**src/v2aa_pkg.sv**
```systemverilog
// Package for the vector-pair to axis-angle block: shared types and constants.
// Depends on nothing.
`timescale 1ns / 1ps
package v2aa_pkg;
    localparam int AXIS_W  = 16;
    localparam int ANGLE_W = 15;
    localparam logic [33:0] PI_Q30 = 34'd3373259426;
    localparam logic [14:0] PI_Q13 = 15'd25736;

    // Front-end product record queued for the back end.
    typedef struct packed {
        logic signed [33:0] cx;
        logic signed [33:0] cy;
        logic signed [33:0] cz;
        logic signed [34:0] dot;
    } prod_t;

    function automatic logic [31:0] atan_q30(input logic [4:0] i);
        logic [31:0] t;
        case (i)
            5'd0:  t = 32'h3243F6A8;  5'd1:  t = 32'h1DAC6705;
            5'd2:  t = 32'h0FADBAFC;  5'd3:  t = 32'h07F56EA6;
            5'd4:  t = 32'h03FEAB76;  5'd5:  t = 32'h01FFD55B;
            5'd6:  t = 32'h00FFFAAA;  5'd7:  t = 32'h007FFF55;
            5'd8:  t = 32'h003FFFEA;  5'd9:  t = 32'h001FFFFD;
            5'd10: t = 32'h000FFFFF;  5'd11: t = 32'h0007FFFF;
            5'd12: t = 32'h0003FFFF;  5'd13: t = 32'h0001FFFF;
            5'd14: t = 32'h0000FFFF;  5'd15: t = 32'h00007FFF;
            5'd16: t = 32'h00003FFF;  5'd17: t = 32'h00001FFF;
            5'd18: t = 32'h00000FFF;  5'd19: t = 32'h000007FF;
            5'd20: t = 32'h000003FF;  5'd21: t = 32'h000001FF;
            5'd22: t = 32'h000000FF;  5'd23: t = 32'h0000007F;
            5'd24: t = 32'h0000003F;  5'd25: t = 32'h0000001F;
            5'd26: t = 32'h0000000F;  5'd27: t = 32'h00000008;
            5'd28: t = 32'h00000004;  5'd29: t = 32'h00000002;
            5'd30: t = 32'h00000001;  default: t = 32'h00000000;
        endcase
        return t;
    endfunction
endpackage

```
**src/v2aa_fifo.sv**
```systemverilog
// Short queue between front and back ends, with skid room for the pipeline.
// Depends on v2aa_pkg.
`timescale 1ns / 1ps
module v2aa_fifo #(
    parameter int DEPTH = 8
) (
    input  logic            aclk,
    input  logic            aresetn,
    input  logic            wr_en,
    input  v2aa_pkg::prod_t wr_data,
    input  logic            rd_en,
    output v2aa_pkg::prod_t rd_data,
    output logic            not_empty,
    output logic [$clog2(DEPTH):0] count
);
    import v2aa_pkg::*;
    localparam int AW = $clog2(DEPTH);

    prod_t         mem_reg [DEPTH];
    logic [AW-1:0] wp_reg, rp_reg;
    logic [AW:0]   cnt_reg;

    always_ff @(posedge aclk) begin
        if (!aresetn) begin
            wp_reg  <= '0;
            rp_reg  <= '0;
            cnt_reg <= '0;
        end else begin
            if (wr_en) wp_reg <= wp_reg + 1'b1;
            if (rd_en) rp_reg <= rp_reg + 1'b1;
            cnt_reg <= cnt_reg + (AW+1)'(wr_en) - (AW+1)'(rd_en);
        end
        if (wr_en) mem_reg[wp_reg] <= wr_data;
    end

    assign rd_data   = mem_reg[rp_reg];
    assign not_empty = (cnt_reg != '0);
    assign count     = cnt_reg;
endmodule

```
**config.mk**
```make
export PLATFORM = sky130hd
export DESIGN_NAME = v2aa_fifo
export DESIGN_NICKNAME = d
export VERILOG_FILES = /design/src/v2aa_pkg.sv /design/src/v2aa_fifo.sv
export SDC_FILE = /design/constraint.sdc
export NUM_CORES = 1
export LEC_CHECK = 0
export BUFFER_PORTS_ARGS = -buffer_cell sky130_fd_sc_hd__buf_2
export CELL_PAD_IN_SITES_DETAIL_PLACEMENT = 1
export CELL_PAD_IN_SITES_GLOBAL_PLACEMENT = 1
export CORE_MARGIN = 2
export CORE_UTILIZATION = 40
export DETAILED_ROUTE_END_ITERATION = 7
export GPL_ROUTABILITY_DRIVEN = 0
export PLACE_DENSITY = 0.62
export SLEW_MARGIN = 10
export SYNTH_ARGS = -nofsm -noshare
export SYNTH_HDL_FRONTEND = slang
export SYNTH_SLANG_ARGS = --single-unit
```
**constraint.sdc**
```tcl
create_clock -name aclk -period 10 [get_ports aclk]
set_input_delay 0.5 -clock aclk [delete_from_list [all_inputs] [get_ports aclk]]
set_output_delay 0.5 -clock aclk [all_outputs]
set_load 0.02 [all_outputs]
```
==> metrics.md, run 1 <==
| Metric | Value |
|---|---|
| Status | complete, no violations |
| Final Core Density | 46.7% |
| PortBufs | 282 |
| Fin. max-slew vios | 0 |
| Clock-pin slew on the worst setup and hold paths | 0.06 ns |
| Count leader, synth | edfxtp_1 |
| Iter 0 DRT Violations | 1,241 |
| Core box area | 103,000 um2 |
| Hold buffers post-CTS | 0 |
| CTS buffer count | 114 |
| Post_cts resized | 0 |
| Slew Limit Headroom | 24.9% |
| HP Class | in2reg |
| Vias in the first global route | 20.2k |
| Setup bufs post-CTS | 0 |
| Finished Layout Cells | 3,486 |
| Most common flop cell mapped by yosys | edfxtp_1 |
| Max FO, Critical Path | 63 |
| DRC Markers | 0 |
| Largest buffer count on any clock path | 3 |
| MaxCap Viol Count | 0 |
| Area occupied by multi-input gates | 8120 um2 |
| CP Launch Type | register |
| Worst-Skew Late Latency | 0.69 ns |
| Fin crit period | 4.77 ns |
| Clock Sinks | 1,109 |
| Seq. cell area | 33,200 um2 |
| Layout cells sized above 1 | 42.7% |
| Initial DRT Pass Iterations | 5 |
| Yosys cell types | 23 |
| Syn Area/Cell | 25.3 um2 |
| YS warnings | 0 |
| Async SR Flop Fraction | 0% |
| Final Hold Viols | 0 |
| Initial antenna violation count | 20 |
| Die X | 327 um |
| Register area share after synthesis | 79.4% |
| Total die area | 107,000 um2 |
| Worst VDD drop | 0.156 mV |
| Fill count | 9,259 |
| Clock root buffer | clkbuf_16 |
| Crit path cell chain | buf_4, buf_4, mux4_2, mux2_2, buf_2 |
| Crit end category | output port |
| Max FFs per register | 1,096 |
| Pwr per Cell Area | 211 nW/um2 |
| Clock Skews | 0.0204 ns |
| Row cnt | 118 |
| Dpl hpwl | 48,400 um |
| Area grow syn2layout | 15.8% |
| Period Utilization, post-route | 47.7% |
| First-pass GRT wire length | 134,000 um |
| Final net count | 2,153 |
| Area leader, netlist | edfxtp_1 |
| Worst slew pin tran | 1.13 ns |
| Crit Path Class | reg2out |
| Finish-stage setup viols | 0 |
| Global route total overflow | 0 |
| RSZ-0062 raised after global routing | false |
| Via count | 18.3k |
| Mapped Area | 41,800 um2 |
| Initial Util | 40.4% |
| H-Tree Level Count | 3 |
| Mapped Cells | 1,650 |
| Total I/O pin count | 283 |
| CTS tree | done |
| Worst path most repeated cell | buf_4 |
| Critical Path AT | 4.27 ns |
| Placed Cells | 3,268 |
| Hold Slack | 0.0692 ns |
| Fin Setup TNS | 0 ns |
| Synth Net Count | 1,799 |
| CP max stage delay | 0.88 ns |
| DR vias/cell | 5.24 |
| Wirelength per Cell | 25.8 um |
| Final ANT Viol Nets | 0 |
| WP data required | 9.50 ns |
| Slowest cell on crit path | buf_4 |
| EDFF count, synth | 1,096 |
| FMAX | 210 MHz |
| Seq cells post-synth | 1,109 |
| Largest net degree at the start of global routing | 99 |
| Die height | 327 um |
| Area contributors post-synth | edfxtp_1 79%, mux4_2 15%, mux2_2 3.7% |
| Top cell type's share of synthesized area | 78.8% |
| Post-synth top cells | 1,096 x edfxtp_1, 274 x mux4_2, 137 x mux2_2 |
| Final Power | 0.0102 W |
| Pleak | 15.2 nW |
| Final wirelength | 90,100 um |
| GRT Total Usage | 17.0% |
per-layer routing:
metal	vias up	GRT usage (%)	part of all wire, %
li1	7820	-	-
met4	26	4.59	1.8
met2	406	27.8	49
met1	9876	23.2	43
met3	131	3.65	5.2
met5	-	0	0.20
placed cells by master (no fill, tap or decap), drive strengths merged:
cell type,synthesis,layout
edfxtp,1096,1096
buf,52,315
mux4,274,274
clkbuf,25,138
mux2,137,137
clkinv,0,59
dfxtp,13,13
inv,7,10
bufinv,0,9
and2,7,7
ha,7,7
diode,0,6
nor2,6,6
nand2,5,5
nand2b,4,4
mux2i,3,3
nor2b,3,3
xnor2,3,3
clkinvlp,0,3
nor3,2,2
xor2,2,2
nand3,1,1
a21o,1,1
a21oi,1,1
fa,1,1
path summary, 6_finish.rpt:
check / from / endpoint / slack (ns) / cells after the start
worst max-delay path: register / rd_data[125] / 5.23 / 5
worst min-delay path: wr_data[99] / mem_reg[6][99]$_DFFE_PP_ / 0.07 / 1
worst max register to register: wp_reg[0]$_SDFFE_PN0P_ / mem_reg[7][71]$_DFFE_PP_ / 7.03 / 4
worst min register to register: rp_reg[1]$_SDFFE_PN0P_ / register / 0.55 / 2
final cells by class:
cell class,count,share of cell area [%]
antenna,6,0.0310
clock buffer,138,6.17
clock inverter,74,1.28
inverter,7,0.0543
multi-input combinational,457,16.8
sequential,1109,68.6
tap,1380,3.57
timing repair buffer,315,3.51
power by group:
part	total [W]	internal, W	switching (W)
Combinational	0.000871	0.000371	0.000500
Clock	0.00407	0.00235	0.00172
Sequential	0.00528	0.00524	0.0000460
critical path: cells and delay by family (launching register included):
kind                   cells  cell delay, ns
buffers and inverters      3            1.91
flip-flops                 1            0.87
multiplexers               2            0.73
cells by family after synthesis:
group / share of synthesized area [%]
adder cells (fa/ha/maj): 0.258
buffers and inverters: 1.29
multiplexers: 18.5
AND/OR/NAND/NOR: 0.345
AO/OA/AOI/OAI: 0.0300
XOR/XNOR: 0.105
flip-flops: 79.4
stage by stage:
step                      setup slack [ns]  area [um2]
final                                 5.23       48400
after global routing                  4.98       48400
after CTS                             5.05       48400
after detailed placement              5.80       44800
after global placement                5.85       44800
after floorplan                       3.04       41800
Note: power is estimated with default switching activity, not from simulation.
==> run 2, diff against run 1 <==
- clock period: 10 -> 4.3 ns (I/O delays scaled with it)
==> run 2 against run 1 <==
Register-to-register slack got worse by 5.2 ns. Flip-flop and latch count unchanged. Critical path depth decreased by 1. Sequential power increased by 130%. Clock power increased by 130%. Worst hold slack improved by 0.26 ns. Non-clock buffer count increased by 162. Design area increased by 3.9%. Total power increased by 130%. Setup slack got worse by 4.2 ns. Highest routed layer unchanged.
==> metrics.md, run 2 (same netlist as run 1, synthesis figures left out) <==
| Metric | Value |
|---|---|
| Slowest cell on crit path | dfxtp_4 |
| H-Tree Level Count | 3 |
| Net Sw Frac | 22.1% |
| PortBufs | 282 |
| GR met3 Demand/Resource | 3.82% |
| CTS buffer count | 116 |
| HP Class | in2reg |
| Pwr per Cell Area | 478 nW/um2 |
| Final Core Density | 48.6% |
| Initial DRT Pass Iterations | 5 |
| Pleak | 16.0 nW |
| Met2 Track Usage GR | 28.9% |
| MaxCap Viol Count | 0 |
| Finished Layout Cells | 3,646 |
| Status | complete, no violations |
| Seq. cell area | 33,200 um2 |
| Clock Skews | 0.0198 ns |
| Clock root buffer | clkbuf_16 |
| Design Area, Final | 50,300 um2 |
| Initial Util | 40.4% |
| Clock share of power | 39.8% |
| Worst slew pin tran | 1.18 ns |
| Worst setup margin | 1.02 ns |
| Clock Sinks | 1,109 |
| Via count | 19.0k |
| Clock-pin slew on the worst setup and hold paths | 0.06 ns |
| Final Hold Viols | 0 |
| Gate power share | 9.1% |
| WP data required | 4.09 ns |
| Wirelength per Cell | 25.1 um |
| Hold buffers post-CTS | 141 |
| Area grow syn2layout | 20.3% |
| Critical Path AT | 3.06 ns |
| DR vias/cell | 5.20 |
| Internal Power | 0.0187 W |
| Largest net degree at the start of global routing | 81 |
| Max FFs per register | 1,096 |
| Placed Cells | 3,289 |
| Setup bufs post-CTS | 0 |
| CTS tree | done |
| Worst VDD drop | 0.336 mV |
| Final wirelength | 91,600 um |
| Largest buffer count on any clock path | 3 |
| Slew Limit Headroom | 21.3% |
| Fill count | 9,205 |
| Area occupied by multi-input gates | 8120 um2 |
| Global route total overflow | 0 |
| RSZ-0062 raised after global routing | false |
| Iter 0 DRT Violations | 1,270 |
| Total die area | 107,000 um2 |
| Row cnt | 118 |
| Die X | 327 um |
| Layout cells sized above 1 | 40.5% |
| Period Utilization, post-route | 76.2% |
| First-pass GRT wire length | 138,000 um |
| Hold Slack | 0.333 ns |
| Post_cts resized | 0 |
| FMAX | 305 MHz |
| Dpl hpwl | 49,800 um |
| CP Launch Type | register |
| Psw | 0.00531 W |
| Most frequent cells in the layout | 1,096 x edfxtp_1, 282 x buf_2, 274 x mux4_2, 141 x dlygate4sd3_1, 137 x mux2_2 |
| Cell Area, Placed | 45,200 um2 |
| Grt met1 use | 23.7% |
| Final net count | 2,317 |
| Vias in the first global route | 21.4k |
| Global route hottest layer | met2 |
| CP max stage delay | 0.79 ns |
| Seq pwr share | 51.1% |
| Total I/O pin count | 283 |
| DRC Markers | 0 |
| Fin crit period | 3.28 ns |
| Initial antenna violation count | 7 |
| Crit path cell chain | buf_4, mux4_2, mux2_2, buf_2 |
| Place WS | 1.64 ns |
| Worst-Skew Late Latency | 0.69 ns |
| Crit end category | output port |
| Most common cell after layout, fill and taps aside | edfxtp_1 |
| Finish-stage setup viols | 0 |
| Final ANT Viol Nets | 0 |
| Max FO, Critical Path | 30 |
| Crit Path Class | reg2out |
| Core box area | 103,000 um2 |
| GRT Total Usage | 17.4% |
| Fin. max-slew vios | 0 |
| Die height | 327 um |
[run 2: cell types whose count changed in the layout (fill, tap and decap cells not counted), moves of 4 or more]
cell | before | now
clkbuf_1 | 22 | 26
diode_2 | 6 | 2
dlygate4sd3_1 | 0 | 141
buf_12 | 3 | 25
[run 2: stage by stage]
step	total power (W)	setup TNS (ns)
2_1_floorplan	0.0139	-291.60
3_3_place_gp	0.0146	0
3_5_place_dp	0.0146	0
4_1_cts	0.0243	0
5_1_grt	0.0248	0
6_report	0.0240	0
[run 2: routing by layer]
metal / up-vias / share of wire (%)
met3: 119 / 4.9
met1: 10300 / 43
met4: 12 / 1.8
met5: - / 0.070
met2: 380 / 50
li1: 8137 / -
[run 2: final timing paths]
check | startpoint | end | slack, ns | cells past startpoint
worst max register to register | wp_reg[2]$_SDFFE_PN0P_ | mem_reg[4][98]$_DFFE_PP_ | 1.84 | 3
worst min-delay path | wr_data[97] | mem_reg[0][97]$_DFFE_PP_ | 0.33 | 2
worst max-delay path | register | rd_data[0] | 1.02 | 4
worst min register to register | rp_reg[1]$_SDFFE_PN0P_ | register | 0.59 | 2
[run 2: layout make-up]
| type | count | area share (%) |
|---|---|---|
| timing repair buffer | 477 | 7.09 |
| antenna | 2 | 0.00996 |
| sequential | 1109 | 66.0 |
| tap | 1380 | 3.44 |
| clock buffer | 144 | 6.07 |
| multi-input combinational | 457 | 16.2 |
| clock inverter | 70 | 1.17 |
| inverter | 7 | 0.0523 |
[run 2: power groups by stage]
stage                     Sequential (W)  Clock [W]  Combinational, W
after floorplan                   0.0125          0           0.00136
after global placement            0.0125          0           0.00209
after detailed placement          0.0125          0           0.00214
after CTS                         0.0123    0.00981           0.00226
after global routing              0.0123     0.0102           0.00237
final                             0.0123    0.00955           0.00219
[run 2: critical path: cells and delay by family, from the launching register on]
kind / cells / cell delay [ns]
flip-flops: 1 / 0.79
multiplexers: 2 / 0.86
buffers and inverters: 2 / 0.70
